**src/hdl/scf_pkg.sv**
```systemverilog
// Shared types and constants of the speech command framer.
package scf_pkg;

  // Frame constants
  localparam logic [7:0] HeadByte   = 8'hFD;
  localparam logic [7:0] CmdSpeak   = 8'h01;
  localparam logic [7:0] CmdVolume  = 8'h03;
  localparam logic [7:0] MusicByte  = 8'h00;
  localparam logic [7:0] ZeroByte   = 8'h00;
  localparam logic [7:0] VolLenLo   = 8'h03;
  localparam logic [7:0] VolLimit   = 8'd10;
  localparam logic [7:0] LenOffset  = 8'd3;
  // Longest speak text accepted (at most 252 so the length high byte stays zero)
  localparam logic [7:0] MaxText    = 8'd200;

  // Request types
  localparam logic ReqSpeak  = 1'b0;
  localparam logic ReqVolume = 1'b1;

  // One classified job for the back end
  typedef struct packed {
    logic       is_volume;  // volume frame
    logic       has_head;   // speak: emit the five-byte head first
    logic       last;       // speak: closing checksum follows the text byte
    logic [7:0] data;       // speak: text byte
    logic [7:0] aux;        // speak: length low byte; volume: clamped volume
    logic [7:0] xsum;       // speak: checksum for the closing byte
  } job_t;

  // Front to queue
  typedef struct packed {
    logic push;
    job_t job;
  } push_t;

  // Queue to back
  typedef struct packed {
    logic valid;
    job_t job;
  } head_t;

endpackage

```
**src/hdl/scf_if.sv**
```systemverilog
// Request and result channel interfaces of the speech command framer.
interface scf_req_if;
  logic       valid;
  logic       ready;
  logic       req_type;
  logic [7:0] data_byte;
  logic [7:0] text_length;

  modport source (output valid, output req_type, output data_byte, output text_length,
                  input ready);
  modport sink   (input valid, input req_type, input data_byte, input text_length,
                  output ready);
endinterface

interface scf_res_if;
  logic       valid;
  logic       ready;
  logic [7:0] out_byte;
  logic       frame_end;

  modport source (output valid, output out_byte, output frame_end, input ready);
  modport sink   (input valid, input out_byte, input frame_end, output ready);
endinterface

```
**src/hdl/speech_command_framer.sv**
```systemverilog
// Top level of the speech command framer.
//
// Requests enter on in_i (valid/ready): a speak text byte or a set volume request.
// The first text byte of a message carries the length and opens the frame with
// the head 0xFD, 0x00, length+3, 0x01, 0x00; each text byte follows, and the
// last one is followed by the XOR checksum, flagged by frame_end. Empty or
// overlong messages are discarded whole. A volume request gives a six-byte frame.
// Frame bytes leave on out_o (valid/ready), one byte per cycle at most.
// The first byte caused by an accepted request is registered in the job queue
// and then in the output register. A request is taken whenever the queue has
// room, so requests keep coming in while earlier frames still drain; the rate
// is one output byte per cycle while the receiver is ready: a text byte gives
// one frame byte, a message's first six, its last one more, a volume request six.
// A receiver stall holds the output register and the back end; the front end
// keeps accepting until the queue of QueueDepth jobs fills, then drops ready.
// Reset clears message state, the queue and the output valid.
module speech_command_framer
  import scf_pkg::*;
#(
  parameter int unsigned QueueDepth = 4
) (
  input  logic       clk_i,
  input  logic       rst_ni,
  scf_req_if.sink    in_i,
  scf_res_if.source  out_o
);

  push_t push;
  head_t head;
  logic  full;
  logic  pop;

  scf_front u_front (
    .clk_i  (clk_i),
    .rst_ni (rst_ni),
    .in_i   (in_i),
    .full_i (full),
    .push_o (push)
  );

  scf_queue #(
    .Depth (QueueDepth)
  ) u_queue (
    .clk_i  (clk_i),
    .rst_ni (rst_ni),
    .push_i (push),
    .pop_i  (pop),
    .full_o (full),
    .head_o (head)
  );

  scf_back u_back (
    .clk_i  (clk_i),
    .rst_ni (rst_ni),
    .head_i (head),
    .pop_o  (pop),
    .out_o  (out_o)
  );

endmodule

```
**src/hdl/scf_front.sv**
```systemverilog
// Front end: accepts requests, tracks message state and classifies them into jobs.
module scf_front
  import scf_pkg::*;
(
  input  logic        clk_i,
  input  logic        rst_ni,
  scf_req_if.sink     in_i,
  input  logic        full_i,
  output push_t       push_o
);

  logic       in_message_q, in_message_d;
  logic       dropping_q, dropping_d;
  logic [7:0] bytes_left_q, bytes_left_d;
  logic [7:0] running_xor_q, running_xor_d;

  logic       accept;
  logic [7:0] len_lo;
  logic [7:0] left_base;
  logic [7:0] left_next;
  logic [7:0] xor_base;
  logic [7:0] xor_next;
  logic [7:0] vol;

  assign in_i.ready = !full_i;
  assign accept     = in_i.valid && !full_i;

  assign len_lo    = in_i.text_length + LenOffset;
  assign left_base = in_message_q ? bytes_left_q : in_i.text_length;
  assign left_next = left_base - 8'd1;
  assign xor_base  = in_message_q ? running_xor_q : (ZeroByte ^ len_lo ^ CmdSpeak ^ MusicByte);
  assign xor_next  = xor_base ^ in_i.data_byte;
  assign vol       = (in_i.data_byte > VolLimit) ? VolLimit : in_i.data_byte;

  // Classification and state update
  always_comb begin
    in_message_d   = in_message_q;
    dropping_d     = dropping_q;
    bytes_left_d   = bytes_left_q;
    running_xor_d  = running_xor_q;
    push_o.push    = 1'b0;
    push_o.job     = '0;
    push_o.job.data = in_i.data_byte;
    if (accept) begin
      if (in_i.req_type == ReqVolume) begin
        // ignored while a message is open or being dropped
        if (!in_message_q && !dropping_q) begin
          push_o.push          = 1'b1;
          push_o.job.is_volume = 1'b1;
          push_o.job.aux       = vol;
        end
      end else if (dropping_q) begin
        bytes_left_d = bytes_left_q - 8'd1;
        if (bytes_left_d == 8'd0) begin
          dropping_d = 1'b0;
        end
      end else if (!in_message_q && in_i.text_length == 8'd0) begin
        // empty message: nothing happens
      end else if (!in_message_q && in_i.text_length > MaxText) begin
        bytes_left_d = left_next;
        dropping_d   = (left_next != 8'd0);
      end else begin
        push_o.push         = 1'b1;
        push_o.job.has_head = !in_message_q;
        push_o.job.aux      = len_lo;
        push_o.job.xsum     = xor_next;
        push_o.job.last     = (left_next == 8'd0);
        bytes_left_d        = left_next;
        if (left_next == 8'd0) begin
          in_message_d  = 1'b0;
          running_xor_d = 8'd0;
        end else begin
          in_message_d  = 1'b1;
          running_xor_d = xor_next;
        end
      end
    end
  end

  // State registers
  always_ff @(posedge clk_i or negedge rst_ni) begin
    if (!rst_ni) begin
      in_message_q  <= 1'b0;
      dropping_q    <= 1'b0;
      bytes_left_q  <= 8'd0;
      running_xor_q <= 8'd0;
    end else begin
      in_message_q  <= in_message_d;
      dropping_q    <= dropping_d;
      bytes_left_q  <= bytes_left_d;
      running_xor_q <= running_xor_d;
    end
  end

endmodule

```
**src/hdl/scf_queue.sv**
```systemverilog
// Short job queue between the front and back ends.
module scf_queue
  import scf_pkg::*;
#(
  parameter int unsigned Depth = 4
) (
  input  logic  clk_i,
  input  logic  rst_ni,
  input  push_t push_i,
  input  logic  pop_i,
  output logic  full_o,
  output head_t head_o
);

  localparam int unsigned PtrW = (Depth > 1) ? $clog2(Depth) : 1;
  localparam int unsigned CntW = $clog2(Depth + 1);

  job_t            mem_q [Depth];
  logic [PtrW-1:0] wr_ptr_q, rd_ptr_q;
  logic [CntW-1:0] count_q;
  logic            do_push, do_pop;

  assign full_o       = (count_q == CntW'(Depth));
  assign head_o.valid = (count_q != '0);
  assign head_o.job   = mem_q[rd_ptr_q];
  assign do_push      = push_i.push && !full_o;
  assign do_pop       = pop_i && head_o.valid;

  // Storage
  always_ff @(posedge clk_i) begin
    if (do_push) begin
      mem_q[wr_ptr_q] <= push_i.job;
    end
  end

  // Pointers and fill count
  always_ff @(posedge clk_i or negedge rst_ni) begin
    if (!rst_ni) begin
      wr_ptr_q <= '0;
      rd_ptr_q <= '0;
      count_q  <= '0;
    end else begin
      if (do_push) begin
        wr_ptr_q <= (wr_ptr_q == PtrW'(Depth - 1)) ? '0 : wr_ptr_q + PtrW'(1);
      end
      if (do_pop) begin
        rd_ptr_q <= (rd_ptr_q == PtrW'(Depth - 1)) ? '0 : rd_ptr_q + PtrW'(1);
      end
      if (do_push && !do_pop) begin
        count_q <= count_q + CntW'(1);
      end else if (do_pop && !do_push) begin
        count_q <= count_q - CntW'(1);
      end
    end
  end

endmodule

```
**src/hdl/scf_back.sv**
```systemverilog
// Back end: turns queued jobs into registered frame bytes, one per cycle unless stalled.
module scf_back
  import scf_pkg::*;
(
  input  logic    clk_i,
  input  logic    rst_ni,
  input  head_t   head_i,
  output logic    pop_o,
  scf_res_if.source out_o
);

  // Byte positions within a frame
  localparam logic [2:0] StepHead  = 3'd0;
  localparam logic [2:0] StepLenHi = 3'd1;
  localparam logic [2:0] StepLenLo = 3'd2;
  localparam logic [2:0] StepCmd   = 3'd3;
  localparam logic [2:0] StepMusic = 3'd4;
  localparam logic [2:0] StepText  = 3'd5;
  localparam logic [2:0] StepSum   = 3'd6;

  logic [2:0] step_q, step_d;
  logic [2:0] step;
  logic       out_valid_q;
  logic [7:0] out_byte_q;
  logic       frame_end_q;
  logic       advance;
  logic       done;
  logic [7:0] byte_sel;
  logic       end_sel;

  assign advance = head_i.valid && (!out_valid_q || out_o.ready);
  assign pop_o   = advance && done;

  // A speak job without a head starts at its text byte
  assign step = (step_q == StepHead && !head_i.job.is_volume && !head_i.job.has_head)
                ? StepText : step_q;

  // Byte selection
  always_comb begin
    byte_sel = ZeroByte;
    end_sel  = 1'b0;
    done     = 1'b0;
    if (head_i.job.is_volume) begin
      unique case (step)
        StepHead:  byte_sel = HeadByte;
        StepLenHi: byte_sel = ZeroByte;
        StepLenLo: byte_sel = VolLenLo;
        StepCmd:   byte_sel = CmdVolume;
        StepMusic: byte_sel = head_i.job.aux;
        default: begin
          byte_sel = ZeroByte ^ VolLenLo ^ CmdVolume ^ head_i.job.aux;
          end_sel  = 1'b1;
          done     = 1'b1;
        end
      endcase
    end else begin
      unique case (step)
        StepHead:  byte_sel = HeadByte;
        StepLenHi: byte_sel = ZeroByte;
        StepLenLo: byte_sel = head_i.job.aux;
        StepCmd:   byte_sel = CmdSpeak;
        StepMusic: byte_sel = MusicByte;
        StepText: begin
          byte_sel = head_i.job.data;
          done     = !head_i.job.last;
        end
        default: begin
          byte_sel = head_i.job.xsum;
          end_sel  = 1'b1;
          done     = 1'b1;
        end
      endcase
    end
  end

  assign step_d = done ? StepHead : step + 3'd1;

  // Step counter and output valid
  always_ff @(posedge clk_i or negedge rst_ni) begin
    if (!rst_ni) begin
      step_q      <= StepHead;
      out_valid_q <= 1'b0;
    end else begin
      if (advance) begin
        step_q <= step_d;
      end
      if (advance) begin
        out_valid_q <= 1'b1;
      end else if (out_o.ready) begin
        out_valid_q <= 1'b0;
      end
    end
  end

  // Output payload
  always_ff @(posedge clk_i) begin
    if (advance) begin
      out_byte_q  <= byte_sel;
      frame_end_q <= end_sel;
    end
  end

  assign out_o.valid     = out_valid_q;
  assign out_o.out_byte  = out_byte_q;
  assign out_o.frame_end = frame_end_q;

endmodule
```
**src/flat_wrapper.sv**
```systemverilog
// flat-port wrapper written by rule: the top's interface ports become plain ports
module speech_command_framer_flat import scf_pkg::*;
#(
  parameter int unsigned QueueDepth = 4
)
  (clk_i, rst_ni, in_i_valid, in_i_req_type, in_i_data_byte, in_i_text_length, in_i_ready, out_o_valid, out_o_out_byte, out_o_frame_end, out_o_ready);
  scf_req_if in_i_i ();
  scf_res_if out_o_i ();
  input  logic clk_i;
  input  logic rst_ni;
  input wire logic [$bits(in_i_i.valid)-1:0] in_i_valid;
  input wire logic [$bits(in_i_i.req_type)-1:0] in_i_req_type;
  input wire logic [$bits(in_i_i.data_byte)-1:0] in_i_data_byte;
  input wire logic [$bits(in_i_i.text_length)-1:0] in_i_text_length;
  output wire logic [$bits(in_i_i.ready)-1:0] in_i_ready;
  output wire logic [$bits(out_o_i.valid)-1:0] out_o_valid;
  output wire logic [$bits(out_o_i.out_byte)-1:0] out_o_out_byte;
  output wire logic [$bits(out_o_i.frame_end)-1:0] out_o_frame_end;
  input wire logic [$bits(out_o_i.ready)-1:0] out_o_ready;
  assign in_i_i.valid = in_i_valid;
  assign in_i_i.req_type = in_i_req_type;
  assign in_i_i.data_byte = in_i_data_byte;
  assign in_i_i.text_length = in_i_text_length;
  assign in_i_ready = in_i_i.ready;
  assign out_o_valid = out_o_i.valid;
  assign out_o_out_byte = out_o_i.out_byte;
  assign out_o_frame_end = out_o_i.frame_end;
  assign out_o_i.ready = out_o_ready;
  speech_command_framer #(.QueueDepth(QueueDepth)) u_core (.clk_i(clk_i), .rst_ni(rst_ni), .in_i(in_i_i), .out_o(out_o_i));
endmodule
```
**config.mk**
```make
export PLATFORM = sky130hd
export DESIGN_NAME = speech_command_framer_flat
export DESIGN_NICKNAME = d
export VERILOG_FILES = /design/src/hdl/scf_pkg.sv /design/src/hdl/scf_if.sv /design/src/hdl/speech_command_framer.sv /design/src/hdl/scf_front.sv /design/src/hdl/scf_queue.sv /design/src/hdl/scf_back.sv /design/src/flat_wrapper.sv
export SDC_FILE = /design/constraint.sdc
export NUM_CORES = 1
export LEC_CHECK = 0
export BUFFER_PORTS_ARGS = -buffer_cell sky130_fd_sc_hd__buf_2
export CAP_MARGIN = 0
export CORE_MARGIN = 2
export CORE_UTILIZATION = 30
export CTS_CLUSTER_SIZE = 30
export DETAILED_ROUTE_END_ITERATION = 8
export HOLD_SLACK_MARGIN = 0.1
export SYNTH_ARGS = -nofsm -noshare
export SYNTH_HDL_FRONTEND = slang
export SYNTH_SLANG_ARGS = --single-unit
```
**constraint.sdc**
```tcl
create_clock -name clk_i -period 4.58 [get_ports clk_i]
set_input_delay 0.229 -clock clk_i [delete_from_list [all_inputs] [get_ports clk_i]]
set_output_delay 0.229 -clock clk_i [all_outputs]
set_load 0.005 [all_outputs]
```
==> Yosys cells after proc, flatten, opt, wreduce, memory -nomap -nowiden <==
Memories as Yosys holds them, arrays and structs flattened.
Index checks and enable logic that the tools add are counted.
{ "classes": {"reduce_logical": 38, "n_mux": 47, "n_bitwise": 6, "order_cmp": 2, "add_sub_neg": 8, "n_eq_ne": 9} }
{ "ops": {"columns": ["op", "count"], "rows": [
  ["$mux 8", 10],
  ["$mux 16", 4],
  ["$pmux 8 s5", 1],
  ["$logic_not 8->1", 3],
  ["$pmux 8 s3", 1],
  ["$mux 1", 18],
  ["$sub 8x1->8 const B", 2],
  ["$mux 2", 7],
  ["$logic_and 1x1->1", 12],
  ["$mux 3", 4],
  ["$eq 3x3->1 const B", 3],
  ["$logic_not 1->1", 9],
  ["$add 8x2->8 const B", 1],
  ["$gt 8x4->1 const B", 1],
  ["$gt 8x8->1 const B", 1],
  ["$reduce_bool 8->1", 1],
  ["$xor 8x8->8", 1],
  ["$add 3x1->3 const B", 2],
  ["$eq 3x2->1 const B", 2],
  ["$logic_not 3->1", 2],
  ["$reduce_or 6->1", 1],
  ["$not 1->1", 5],
  ["$reduce_and 5->1", 1],
  ["$reduce_or 5->1", 1],
  ["13 further kinds", 17]
]} }
{ "word_totals": {"output_inout_bits": 11, "memories": 1, "in_bits": 21, "ff_bits": 38, "ram_bits": 108, "elab_cells": 122} }
{ "mem_list": {"columns": ["memory", "words", "width", "rd", "rd_clocked_by_memory_dff", "write_ports", "line", "text"], "rows": [
  ["u_core.u_queue.mem_q", 4, 27, 1, 0, 1, "scf_queue.sv:18", "job_t mem_q [Depth];"]
]} }

==> Logic depth before layout (Yosys ltp) <==
Gate-level depths: netlist of run 1.
An unclocked memory read counts as a cell.
{ "depth": {"depth_word": 14, "ltp_mapped": 18, "ltp_nobuf": 16} }

==> By module <==
Synthesis of run 1 repeated with hierarchy kept, for this count alone.
{ "unflattened": {"hier_cells": 562, "area_unflattened_um2": 7320.8} }
{ "by_module_without_submodules": {"columns": ["mod", "cells_per_inst", "seq_area_each_um2", "area_per_inst_um2", "instances"], "rows": [
  ["scf_queue", 178, 3418.3, 4360.4, 1],
  ["scf_front", 268, 450.4, 1968.1, 1],
  ["scf_back", 116, 370.4, 992.2, 1]
]} }

==> Worst setup path after synthesis of run 1 <==
OpenSTA, ideal clock, no wires.
{ "synth_path": {"path_kind": "register to register", "start": "register u_core.u_queue.rd_ptr_q[0]", "end": "register u_core.u_queue.count_q[1]", "setup_ns": 0.125, "arrival_ns": 3.509, "period_less_slack_ns": 3.634, "stages_incl_launch_ff": 16, "required_time_ns": 4.455, "n_path_buf": 2, "setup_slack_ns": 0.946, "path_cell_list": "dfrtp_1 -> buf_6 -> mux4_2 -> nor3_1 -> or2_2 -> clkbuf_1 -> inv_1 -> ha_1 -> a2111oi_4 -> or2_1 -> and2_4 -> inv_1 -> ha_1 -> inv_1 -> fa_1 -> mux2_2"} }
{ "synth_between": {"elab_chain_cells": 14, "word_cells_on_any_way": 24, "cone_classes": "eq/ne: 5; mux: 5; reduce/logical: 13; memory: 1"} }
{ "synth_rtl": {"columns": ["element", "line", "text"], "rows": [
  ["start: declaration", "scf_queue.sv:19", "logic [PtrW-1:0] wr_ptr_q, rd_ptr_q;"],
  ["start signal: assignment", "scf_queue.sv:47", "rd_ptr_q <= (rd_ptr_q == PtrW'(Depth - 1)) ? '0 : rd_ptr_q + PtrW'(1);"],
  ["$mem_v2 4x27 (*)", null, null],
  ["$logic_not 1->1", "scf_back.sv:35", "assign step = (step_q == StepHead && !head_i.job.is_volume && !head_i.job.has_head)"],
  ["$logic_and 1x1->1 (2 in series)", "scf_back.sv:35", null],
  ["$mux 3", "scf_back.sv:36", "? StepText : step_q;"],
  ["$eq 3x3->1 (tied with other cells)", "scf_back.sv:44, scf_back.sv:57", null],
  ["$reduce_or 5->1 (no source line)", null, null],
  ["$pmux 1 s2 or $mux 1 (tied branches)", "scf_back.sv:57, scf_back.sv:44", null],
  ["$mux 1 (*)", "scf_back.sv:43", "if (head_i.job.is_volume) begin"],
  ["$logic_and 1x1->1 (*)", "scf_back.sv:32", "assign pop_o = advance && done;"],
  ["$logic_and 1x1->1 (*)", "scf_queue.sv:27", "assign do_pop = pop_i && head_o.valid;"],
  ["$logic_not 1->1", "scf_queue.sv:49", "if (do_push && !do_pop) begin"],
  ["$logic_and 1x1->1", "scf_queue.sv:49", null],
  ["$mux 3 or $reduce_bool 2->1 (tied branches)", null, null],
  ["end signal: assignment", "scf_queue.sv:50", "count_q <= count_q + CntW'(1);"],
  ["end signal: assignment", "scf_queue.sv:52", "count_q <= count_q - CntW'(1);"],
  ["end: declaration", "scf_queue.sv:20", "logic [CntW-1:0] count_q;"]
]} }
Mark *: on every way between the ends. The rest lies on a longest branch, timed or not.
A chain may end at the register's enable or synchronous reset.

==> Worst setup path in the final report of run 1 <==
Ends and elaborated chain as after synthesis.

==> results.ini, run 1 <==
[cts]
h-tree-depth = 4
worst_skew_pair.late_latency_ns = 0.41
post_cts_setup_repair_bufs = 0
clock_sink_count = 146
worst_setup_hold_path_clk_slew_ns = 0.07
cts-buffers-inserted = 17
maximum_clock_insertion_buffer_count = 2
tritoncts_clock_tree = built
cts.root.buffer_cell = sky130_fd_sc_hd__clkbuf_16

[final_layout]
post_route_cells_drive_above_1_share = 0.1879
layout.core_utilization = 0.3522
finish.net_count = 622
antenna_cells_inserted = 0
area_grow_syn2layout_pct = 14.43

[die]
die_area_um2 = 25490
die_x_um = 159.7
fp.dieH_um = 159.7
floorplan.rows = 56
core_um2 = 23610
io_pins = 32
floorplan.initialDensity = 0.3078

[global_routing]
grt_first_pass_wirelength_um = 25140
globalRouteMet3Util = 0.02753
grt_met1_use = 0.1772
antenna_found_initial = 0
grt_use_met2 = 0.1983
grt_max_degree = 31
gr-total-overflow = 0
first_global_vias = 4433
grt_resource_usage_total = 0.1257
grt_most_used_layer = met2

[power_and_ir_drop]
swShare = 0.3440
power.switching_w = 0.001768
power.combinational.fraction = 0.352
ir_worst_vdd_v = 0.0003294
power.leakage_nw = 2.991
internal_power_w = 0.003371
pwr-share-clk = 0.269
powerDensity_nw_per_um2 = 617.9
power.sequential.fraction = 0.379

[sta]
rsz0062_at_grt = no
setup_violations = 0
setup_total_negative_slack_ns = 0
post-route-period-util = 0.8823
worst_slew_margin_rel = 0.3889
fmaxAchievable_ghz = 0.2475
final-hold-violation-count = 0
finalCriticalPeriod_ns = 4.041
timing.clock.skew_ns = 0.01285
final-max-slew-violation-count = 0
slew_at_the_pin_closest_to_its_max_slew_limit_ns = 0.9082

[synthesis]
syn_area_um2 = 7268
post_synthesis_instance_total = 561
synthesis.nets = 600
yosys-top-cells-count = sky130_fd_sc_hd__edfxtp_1 (117), sky130_fd_sc_hd__nand2_1 (48), sky130_fd_sc_hd__nor2_1 (43)
synth_top_area_frac = 0.4834
post_synth_num_cell_types = 61
synth-async-reset-ratio = 0.1986
synth_edf_count = 117
synthMostInstantiatedCell = sky130_fd_sc_hd__edfxtp_1
synth-seq-area-share = 0.5832
postSynthAreaPerCell_um2 = 12.96
ys_top_cells_by_area = sky130_fd_sc_hd__edfxtp_1 (48%), sky130_fd_sc_hd__dfrtp_1 (10%), sky130_fd_sc_hd__mux4_2 (7.1%)
cell_taking_the_most_area_after_synthesis = sky130_fd_sc_hd__edfxtp_1
dominantRegCellSynth = sky130_fd_sc_hd__edfxtp_1
number_of_synthesized_register_bits = 146
yosys_warnings = 0

[placed_design]
place.gp.congestion = 0.8275
place_hpwl_um = 10240
number_of_buffers_added_on_ports = 31

[drt]
drt-wirelength-per-cell_um = 16.80
drt-total-wl_um = 15380
drt-vias-per-instance = 4.877
final_antenna_net_count = 0
drtPass1Iterations = 5
drc = 0
route.vias.total = 4462
drt-initial-drc-count = 280

[worst_setup_path]
criticalPathCategory = reg -> reg
critPathArrivalTime_ns = 4.34
timing.critical_path.required_ns = 4.88
critical_path_capture_point_type = flop
critPathLaunchType = flop
critical_path_peak_fanout = 14

[worst_hold_path]
min_path_type = in -> reg

[job]
maxCapViolations = 0

[run_status]
outcome = finished clean

-- sequential cells by signal (all words and copies together), names as in the netlist --
name                           count
u_core.u_front.dropping_q          1
u_core.u_queue.count_q             3
u_core.u_queue.mem_q             108
u_core.u_back.out_o.valid          1
u_core.u_front.in_message_q        1
u_core.u_back.out_o.out_byte       8
u_core.u_front.bytes_left_q        8
u_core.u_front.running_xor_q       8
u_core.u_back.out_o.frame_end      1
u_core.u_back.step_q               3
u_core.u_queue.rd_ptr_q            2
u_core.u_queue.wr_ptr_q            2
-- metrics by stage --
step	hold WS (ns)	instances	worst slack, ns	total power (W)	cell area [um2]
after global routing	0.1079	915	0.2879	0.005484	8317
final	0.1119	915	0.5390	0.005139	8317
after detailed placement	0.3552	882	0.5776	0.003790	7722
after global placement	0.3471	882	0.6333	0.003778	7722
after CTS	0.1090	915	0.5261	0.005186	8317
after floorplan	-0.06659	561	0.9462	0.003349	7268
-- final timing paths --
kind | cells after the start | endpoint | slack, ns | start
min in group asynchronous | 2 | u_core.u_front.bytes_left_q[1]$_DFFE_PN0P_ | 0.42 | rst_ni
min reg2reg | 2 | u_core.u_front.running_xor_q[5]$_DFFE_PN0P_ | 0.48 | u_core.u_front.running_xor_q[5]$_DFFE_PN0P_
max in group asynchronous | 2 | u_core.u_queue.rd_ptr_q[0]$_DFFE_PN0P_ | 3.63 | rst_ni
max | 14 | u_core.u_queue.count_q[1]$_DFFE_PN0P_ | 0.54 | u_core.u_queue.rd_ptr_q[0]$_DFFE_PN0P_
min | 1 | u_core.u_queue.mem_q[2][22]$_DFFE_PP_ | 0.11 | in_i_data_byte[6]
max reg2reg | 14 | u_core.u_queue.count_q[1]$_DFFE_PN0P_ | 0.54 | u_core.u_queue.rd_ptr_q[0]$_DFFE_PN0P_
-- power groups by stage --
stage | sequential [W] | clock, W | combinational (W)
2_1_floorplan | 0.00188 | 0 | 0.00147
5_1_grt | 0.00199 | 0.00146 | 0.00203
4_1_cts | 0.00195 | 0.00140 | 0.00183
6_report | 0.00195 | 0.00138 | 0.00181
3_5_place_dp | 0.00198 | 0 | 0.00181
3_3_place_gp | 0.00197 | 0 | 0.00181
-- cell type report --
type / count / area [um2]
clock buffers: 19 / 432.9
clock inverters: 13 / 151.4
fillers: 2324 / 15300
inverters: 20 / 75.07
multi-input cells: 361 / 2815
flip-flops and latches: 146 / 4240
well taps: 319 / 399.1
repair buffers: 37 / 202.7
-- worst max-delay path, cell delays in order, from the launching register on --
cell                        delay (ns)
sky130_fd_sc_hd__dfrtp_2          0.52
sky130_fd_sc_hd__mux4_2           0.67
sky130_fd_sc_hd__nor3_1           0.25
sky130_fd_sc_hd__or2_2            0.18
sky130_fd_sc_hd__inv_1            0.06
sky130_fd_sc_hd__ha_1             0.27
sky130_fd_sc_hd__o311a_4          0.22
sky130_fd_sc_hd__a2111oi_4        0.40
sky130_fd_sc_hd__or2_1            0.20
sky130_fd_sc_hd__and2_4           0.18
sky130_fd_sc_hd__inv_1            0.04
sky130_fd_sc_hd__ha_1             0.20
sky130_fd_sc_hd__inv_1            0.07
sky130_fd_sc_hd__fa_1             0.39
sky130_fd_sc_hd__mux2_2           0.26
-- timing repair --
action                                  CTS  global route
endpoints found under the setup margin    0             0
resized for setup                         0             0
endpoints found under the hold margin    29             0
hold buffers                              1             0
-- logic make-up after synthesis --
family	count (synthesis)	share of synthesized area
AOI/OAI and AO/OA	101	0.09279
xor gates and xnor gates	31	0.03736
adders and majority gates	18	0.03202
buffers and inverters	54	0.03012
DFF	146	0.5832
muxes	44	0.1112
and+or+nand+nor	167	0.1133
-- metal layers --
metal / up-vias / wire length [um]
met5: - / 0
met4: 0 / 41
met3: 4 / 531
met2: 82 / 7081
met1: 2219 / 7721
li1: 2157 / -
-- placed cells by master (no fill, tap or decap), types with 4 or more instances in the layout --
| cell type | netlist | routed |
|---|---|---|
| sky130_fd_sc_hd__dfrtp_1 | 29 | 28 |
| sky130_fd_sc_hd__buf_2 | 7 | 31 |
| sky130_fd_sc_hd__and2_2 | 0 | 4 |
| sky130_fd_sc_hd__a22oi_1 | 5 | 5 |
| sky130_fd_sc_hd__o31ai_1 | 7 | 7 |
| sky130_fd_sc_hd__buf_4 | 0 | 5 |
| sky130_fd_sc_hd__xnor2_1 | 12 | 12 |
| sky130_fd_sc_hd__a21o_1 | 5 | 5 |
| sky130_fd_sc_hd__nand2b_1 | 7 | 7 |
| sky130_fd_sc_hd__nor4_1 | 6 | 6 |
| sky130_fd_sc_hd__nor2_1 | 43 | 43 |
| sky130_fd_sc_hd__nor3b_1 | 5 | 5 |
| sky130_fd_sc_hd__inv_6 | 0 | 4 |
| sky130_fd_sc_hd__nand3_1 | 8 | 8 |
| sky130_fd_sc_hd__o211ai_1 | 7 | 7 |
| sky130_fd_sc_hd__a21oi_1 | 30 | 30 |
| sky130_fd_sc_hd__edfxtp_1 | 117 | 117 |
| sky130_fd_sc_hd__nor3_1 | 16 | 16 |
| sky130_fd_sc_hd__xor2_1 | 19 | 19 |
| sky130_fd_sc_hd__inv_1 | 19 | 19 |
| sky130_fd_sc_hd__nand2_1 | 48 | 48 |
| sky130_fd_sc_hd__mux4_1 | 4 | 4 |
| sky130_fd_sc_hd__nand4_1 | 4 | 4 |
| sky130_fd_sc_hd__mux4_2 | 23 | 23 |
| sky130_fd_sc_hd__mux2i_1 | 11 | 11 |
| sky130_fd_sc_hd__mux2_2 | 4 | 4 |
| sky130_fd_sc_hd__nor2b_1 | 5 | 5 |
| sky130_fd_sc_hd__o21ai_0 | 21 | 21 |
| sky130_fd_sc_hd__ha_1 | 17 | 17 |
| sky130_fd_sc_hd__clkbuf_16 | 0 | 17 |
Note: power is estimated with default switching activity, not from simulation.
==> run 2, diff against run 1 <==
--- a/config.mk
+++ b/config.mk
@@ -8,10 +8,11 @@
 export BUFFER_PORTS_ARGS = -buffer_cell sky130_fd_sc_hd__buf_2
 export CAP_MARGIN = 0
 export CORE_MARGIN = 2
-export CORE_UTILIZATION = 30
+export CORE_UTILIZATION = 35
 export CTS_CLUSTER_SIZE = 30
 export DETAILED_ROUTE_END_ITERATION = 8
 export HOLD_SLACK_MARGIN = 0.1
+export PLACE_DENSITY_LB_ADDON = 0.2
 export SYNTH_ARGS = -nofsm -noshare
 export SYNTH_HDL_FRONTEND = slang
 export SYNTH_SLANG_ARGS = --single-unit
==> constraint.sdc (replaced) <==
create_clock -name clk_i -period 3.41 [get_ports clk_i]
set_input_delay 0.1705 -clock clk_i [delete_from_list [all_inputs] [get_ports clk_i]]
set_output_delay 0.1705 -clock clk_i [all_outputs]
set_load 0.005 [all_outputs]
==> results.ini, run 2 (synthesis results as in run 1) <==
[drt]
drt-initial-drc-count = 302  ; +7.9%
drt-vias-per-instance = 5.134  ; +5.3%
drt-wirelength-per-cell_um = 17.57  ; +4.5%
final_antenna_net_count = 0  ; unchanged
max_layer_used = met4
drt-total-wl_um = 15700  ; +2.1%
route.vias.total = 4590  ; +2.9%
drtPass1Iterations = 4  ; -1
m1WireLength_um = 7271  ; -5.8%
met2_length_um = 7810  ; +10%
detailroute.wirelength.met3_um = 478  ; -10%
drc = 0  ; unchanged

[worst_setup_path]
worst_path_max_delay_cell = sky130_fd_sc_hd__mux4_2
critPathLaunchType = flop
ff_to_ff_path_depth = 14  ; unchanged
critical_path_peak_fanout = 4  ; -10
worstSetupStartpoint = u_core.u_queue.rd_ptr_q[0]$_DFFE_PN0P_
worstPathCellList = mux4_2 -> nor3_4 -> or2_4 -> inv_4 -> ha_4 -> o311a_4 -> a2111oi_4 -> or2_1 -> and2_4 -> inv_4 -> ha_4 -> inv_2 -> fa_1 -> mux2_4
worst_r2r_endpoint = u_core.u_queue.count_q[1]$_DFFE_PN0P_
timing.critical_path.required_ns = 3.71  ; -1.17 ns
critPathArrivalTime_ns = 3.72  ; -0.62 ns
criticalPathCategory = reg -> reg
cpPeakStageDelay_ns = 0.55  ; -0.12 ns
crit-reg2reg-launch = u_core.u_queue.rd_ptr_q[0]$_DFFE_PN0P_
reg2reg_setup_slack_ns = -0.01  ; -0.55 ns
critical_path_capture_point_type = flop

[placed_design]
dpl-instance-area_um2 = 7806  ; +1.1%
number_of_buffers_added_on_ports = 31  ; unchanged
dpl_worst_slack_ns = 0.01069  ; -0.5669 ns
place_hpwl_um = 10660  ; +4.0%
place_inst = 849  ; -3.7%
place.gp.congestion = 0.8552  ; +3.3%

[die]
die_x_um = 148.1  ; -7.2%
die_area_um2 = 21940  ; -14%
io_pins = 32  ; unchanged
fp.dieH_um = 148.1  ; -7.2%
core_um2 = 20300  ; -14%
floorplan.rows = 52  ; -7.1%
floorplan.initialDensity = 0.3580  ; +0.05024

[cts]
worst_setup_hold_path_clk_slew_ns = 0.06  ; about the same
cts.root.buffer_cell = sky130_fd_sc_hd__clkbuf_16
worst_skew_pair.late_latency_ns = 0.41  ; about the same
h-tree-depth = 4  ; unchanged
cts-buffers-inserted = 17  ; unchanged
tritoncts_clock_tree = built
clock_sink_count = 146  ; unchanged
maximum_clock_insertion_buffer_count = 2  ; unchanged

[sta]
setup_total_negative_slack_ns = -0.01057  ; -0.01057 ns
final-hold-violation-count = 0  ; unchanged
setup_violations = 1  ; +1
final-max-slew-violation-count = 0  ; unchanged
fmaxAchievable_ghz = 0.2923  ; +18%
rsz0062_at_grt = yes
slew_at_the_pin_closest_to_its_max_slew_limit_ns = 0.7518  ; -0.1564 ns
finalCriticalPeriod_ns = 3.421  ; -0.6204 ns
post-route-period-util = 1.003  ; +0.1208
timing.clock.skew_ns = 0.01063  ; -0.002217 ns
worst_slew_margin_rel = 0.4942  ; +0.1052
finalWorstSetupSlack_ns = -0.01057  ; -0.5496 ns

[power_and_ir_drop]
finalPower_w = 0.007123  ; +39%
powerDensity_nw_per_um2 = 836.0  ; +35%
power.leakage_nw = 3.120  ; +4.3%
ir_worst_vdd_v = 0.0003516  ; +6.7%

[global_routing]
grt_first_pass_wirelength_um = 25500  ; +1.4%
grt_resource_usage_total = 0.1514  ; +0.02564
first_global_vias = 4708  ; +6.2%
antenna_found_initial = 0  ; unchanged
grt_max_degree = 31  ; unchanged
gr-total-overflow = 0  ; unchanged

[run_status]
outcome = finished with violations
failed_checks = negative setup slack

[final_layout]
most-common-layout-cells = sky130_fd_sc_hd__edfxtp_1 (117), sky130_fd_sc_hd__nand2_1 (48), sky130_fd_sc_hd__nor2_1 (43)
antenna_cells_inserted = 0  ; unchanged
post_route_cells_drive_above_1_share = 0.2292  ; +0.04125
number_of_flip_flops_under_the_largest_register_name = 108  ; unchanged
final_common_cell = sky130_fd_sc_hd__edfxtp_1
regMostFlops = u_core.u_queue.mem_q
final_cell_count_no_fill = 894  ; -2.3%
area_grow_syn2layout_pct = 17.23
finish.net_count = 651  ; +4.7%
finish.instance_area_um2 = 8521  ; +2.5%

[worst_hold_path]
min_path_cells = 1  ; unchanged
worst_min_delay_path_endpoint = u_core.u_queue.mem_q[2][20]$_DFFE_PP_
min_path_type = in -> reg
min-delay-start = in_i_data_byte[4]

[job]
maxCapViolations = 0  ; unchanged

[run 2: metrics by stage]
stage	utilization	hold WS (ns)
floorplan	-	-0.1251
global placement	0.3846	0.2694
detailed placement	0.3846	0.2741
CTS	0.4155	0.1085
global route	0.4197	0.1087
finish	0.4197	0.1270
[run 2: worst max path at each step]
stage / to / slack, ns / depth (start not counted)
floorplan: u_core.u_queue.count_q[1]$_DFFE_PN0P_ / -0.01 / 15
global placement: u_core.u_queue.count_q[1]$_DFFE_PN0P_ / 0.07 / 14
detailed placement: u_core.u_queue.count_q[2]$_DFFE_PN0P_ / 0.01 / 15
CTS: u_core.u_queue.count_q[2]$_DFFE_PN0P_ / 0.004 / 15
global route: u_core.u_queue.count_q[1]$_DFFE_PN0P_ / -0.10 / 13
finish: u_core.u_queue.count_q[1]$_DFFE_PN0P_ / -0.01 / 14
[run 2: routing by layer]
layer,GRT usage,vias to the layer above
li1,-,2208
met1,0.2010,2291
met2,0.2532,81
met3,0.02761,10
met4,0.04810,0
met5,0,-
[run 2: area by class of cell]
cell class	count	area [um2]
fillers	1893	11780
inverters	20	82.58
flip-flops and latches	146	4240
well taps	270	337.8
multi-input cells	361	2873
clock buffers	17	425.4
clock inverters	14	128.9
repair buffers	66	432.9
[run 2: repair_timing]
action | 4_1_cts | 5_1_grt
pin swaps | 0 | 8
setup endpoints to repair | 1 | 2
setup buffers | 1 | 7
hold buffers | 6 | 0
gates resized for setup | 1 | 9
endpoints found under the hold margin | 43 | 0
[run 2: report_power, final]
part	internal [W]	leakage (nW)	switching, W
registers	0.00235	1.41	0.000236
clock network	0.00101	0.260	0.000736
logic	0.00130	1.45	0.00150
total	0.00466	3.12	0.00247
[run 2: worst max-delay path: cells and delay by family (launching register included)]
family / cells / cell delay [ns]
buf+inv: 3 / 0.13
mux: 2 / 0.83
fa+ha+maj: 3 / 0.73
flops: 1 / 0.40
compound gates: 2 / 0.46
simple gates: 4 / 0.76
==> run 3, diff against run 2 <==
==> constraint.sdc (replaced) <==
create_clock -name clk_i -period 3.7 [get_ports clk_i]
set_input_delay 0.185 -clock clk_i [delete_from_list [all_inputs] [get_ports clk_i]]
set_output_delay 0.185 -clock clk_i [all_outputs]
set_load 0.005 [all_outputs]
==> results.ini, run 3 (synthesis results as in run 1) <==
[placed_design]
place.gp.congestion = 0.8819  ; +3.1%
dpl_worst_slack_ns = 0.03550  ; +0.02481 ns
dpl-instance-area_um2 = 7746  ; -0.77%
number_of_buffers_added_on_ports = 31  ; unchanged
place_hpwl_um = 10520  ; -1.2%

[worst_setup_path]
critical_path_capture_point_type = flop
critPathLaunchType = flop
critPathArrivalTime_ns = 3.79  ; +0.07 ns
criticalPathCategory = reg -> reg
critical_path_peak_fanout = 6  ; +2
timing.critical_path.required_ns = 4.01  ; +0.30 ns
worstPathCellList = mux4_2 -> nor3_2 -> or2_2 -> inv_1 -> ha_1 -> a2111oi_4 -> or2_1 -> and2_4 -> inv_1 -> ha_1 -> inv_1 -> fa_1 -> mux2_2
crit_top_cell = sky130_fd_sc_hd__inv_1
cpPeakStageDelay_ns = 0.54  ; about the same
worst_path_max_delay_cell = sky130_fd_sc_hd__mux4_2

[die]
die_area_um2 = 21940  ; unchanged
floorplan.rows = 52  ; unchanged
io_pins = 32  ; unchanged
fp.dieH_um = 148.1  ; unchanged
die_x_um = 148.1  ; unchanged
core_um2 = 20300  ; unchanged
floorplan.initialDensity = 0.3580  ; unchanged

[drt]
final_antenna_net_count = 0  ; unchanged
route.vias.total = 4600  ; +0.22%
drt-total-wl_um = 15580  ; -0.80%
drt-wirelength-per-cell_um = 17.64  ; +0.44%
drtPass1Iterations = 5  ; +1
drt-initial-drc-count = 256  ; -15%
drt-vias-per-instance = 5.210  ; +1.5%
drc = 0  ; unchanged

[sta]
fmaxAchievable_ghz = 0.2869  ; -1.9%
finalCriticalPeriod_ns = 3.485  ; +0.06456 ns
final-hold-violation-count = 0  ; unchanged
timing.clock.skew_ns = 0.01099  ; +0.0003599 ns
slew_at_the_pin_closest_to_its_max_slew_limit_ns = 0.9581  ; +0.2063 ns
post-route-period-util = 0.9419  ; -0.06117
setup_violations = 0  ; -1
worst_slew_margin_rel = 0.3563  ; -0.1378
rsz0062_at_grt = no
final-max-slew-violation-count = 0  ; unchanged
setup_total_negative_slack_ns = 0  ; +0.01057 ns
finalWorstSetupSlack_ns = 0.2149  ; +0.2254 ns

[global_routing]
grt_max_degree = 31  ; unchanged
grt_resource_usage_total = 0.1476  ; -0.003703
gr-total-overflow = 0  ; unchanged
first_global_vias = 4637  ; -1.5%
grt_first_pass_wirelength_um = 24680  ; -3.2%
antenna_found_initial = 0  ; unchanged

[power_and_ir_drop]
power.sequential.fraction = 0.365  ; +0.002
powerDensity_nw_per_um2 = 776.3  ; -7.1%
pwr-share-clk = 0.270  ; +0.025
power.combinational.fraction = 0.365  ; -0.027
ir_worst_vdd_v = 0.0003505  ; -0.33%
internal_power_w = 0.004307  ; -7.5%
swShare = 0.3411  ; -0.005335
power.switching_w = 0.002230  ; -9.6%
finalPower_w = 0.006537  ; -8.2%
power.leakage_nw = 3.087  ; -1.1%

[cts]
cts.root.buffer_cell = sky130_fd_sc_hd__clkbuf_16
clock_sink_count = 146  ; unchanged
worst_setup_hold_path_clk_slew_ns = 0.07  ; about the same
cts-buffers-inserted = 17  ; unchanged
worst_skew_pair.late_latency_ns = 0.43  ; +0.02 ns
tritoncts_clock_tree = built
h-tree-depth = 4  ; unchanged
maximum_clock_insertion_buffer_count = 2  ; unchanged

[final_layout]
finish.net_count = 639  ; -1.8%
area_grow_syn2layout_pct = 15.85
finish.instance_area_um2 = 8421  ; -1.2%
post_route_cells_drive_above_1_share = 0.2023  ; -0.02688
area_taken_by_multi_input_logic_gates_um2 = 2820  ; -1.8%
seqCellArea_um2 = 4240  ; unchanged
regMostFlops = u_core.u_queue.mem_q
layout.core_utilization = 0.4148  ; -0.004931
number_of_flip_flops_under_the_largest_register_name = 108  ; unchanged
num-fill-cells = 1909  ; +0.85%
most-common-layout-cells = sky130_fd_sc_hd__edfxtp_1 (117), sky130_fd_sc_hd__nand2_1 (48), sky130_fd_sc_hd__nor2_1 (43)
antenna_cells_inserted = 0  ; unchanged
final_common_cell = sky130_fd_sc_hd__edfxtp_1

[job]
maxCapViolations = 0  ; unchanged

[run_status]
outcome = finished clean

[worst_hold_path]
min_path_type = in -> reg

[run 3: cell types whose count changed in the layout (fill, tap and decap cells not counted), sizes merged]
cell	before	now
clkinv	3	7
clkinvlp	5	1
inv	25	24
dlygate4sd3	6	5
buf	60	49
bufinv	1	3
[run 3: path summary, 6_finish.rpt]
check,start,endpoint,slack (ns),cells after the start
worst max-delay path,u_core.u_queue.rd_ptr_q[0]$_DFFE_PN0P_,u_core.u_queue.count_q[1]$_DFFE_PN0P_,0.21,13
worst min-delay path,in_i_data_byte[4],u_core.u_queue.mem_q[3][20]$_DFFE_PP_,0.12,1
worst max register to register,u_core.u_queue.rd_ptr_q[0]$_DFFE_PN0P_,u_core.u_queue.count_q[1]$_DFFE_PN0P_,0.21,13
worst min register to register,u_core.u_front.running_xor_q[6]$_DFFE_PN0P_,u_core.u_front.running_xor_q[6]$_DFFE_PN0P_,0.49,2
max in group asynchronous,rst_ni,u_core.u_queue.rd_ptr_q[0]$_DFFE_PN0P_,2.85,2
min in group asynchronous,rst_ni,u_core.u_front.bytes_left_q[2]$_DFFE_PN0P_,0.34,2
[run 3: worst max-delay path, delay by kind of cell (launching register included)]
family	cells	cell delay (ns)
buffers and inverters	3	0.19
AO/OA/AOI/OAI	1	0.36
adder cells (fa/ha/maj)	3	0.87
multiplexers	2	0.81
AND/OR/NAND/NOR	4	0.74
flip-flops	1	0.40
[run 3: power groups by stage]
stage | Clock, W | Sequential [W] | Combinational, W
global placement | 0 | 0.00240 | 0.00233
detailed placement | 0 | 0.00242 | 0.00238
finish | 0.00177 | 0.00239 | 0.00239
CTS | 0.00181 | 0.00238 | 0.00239
floorplan | 0 | 0.00233 | 0.00181
global route | 0.00187 | 0.00243 | 0.00267
[run 3: per-stage QoR]
stage	cells	hold slack, ns
final	883	0.1218
after global routing	883	0.1249
after CTS	882	0.1053
after detailed placement	845	0.2797
after global placement	845	0.2724
after floorplan	561	-0.1106
[run 3: final cells by class]
cell class,count,share of cell area
sequential,146,0.5036
multi-input combinational,361,0.3349
clock buffer,17,0.05052
timing repair buffer,54,0.04042
tap,270,0.04012
clock inverter,15,0.02155
inverter,20,0.008915
[run 3: repair_timing]
| action | 4_1_cts | 5_1_grt |
|---|---|---|
| hold buffers | 5 | 0 |
| resized for setup | 0 | 3 |
| setup buffers | 0 | 1 |
| hold endpoints to repair | 42 | 0 |
| endpoints found under the setup margin | 0 | 2 |
[run 3: metal layers]
metal	vias to the layer above	share of wire	track usage
met5	-	0	0
met4	0	0.0074	0.04619
met3	8	0.034	0.03282
met2	77	0.48	0.2396
met1	2327	0.48	0.1991
li1	2188	-	-
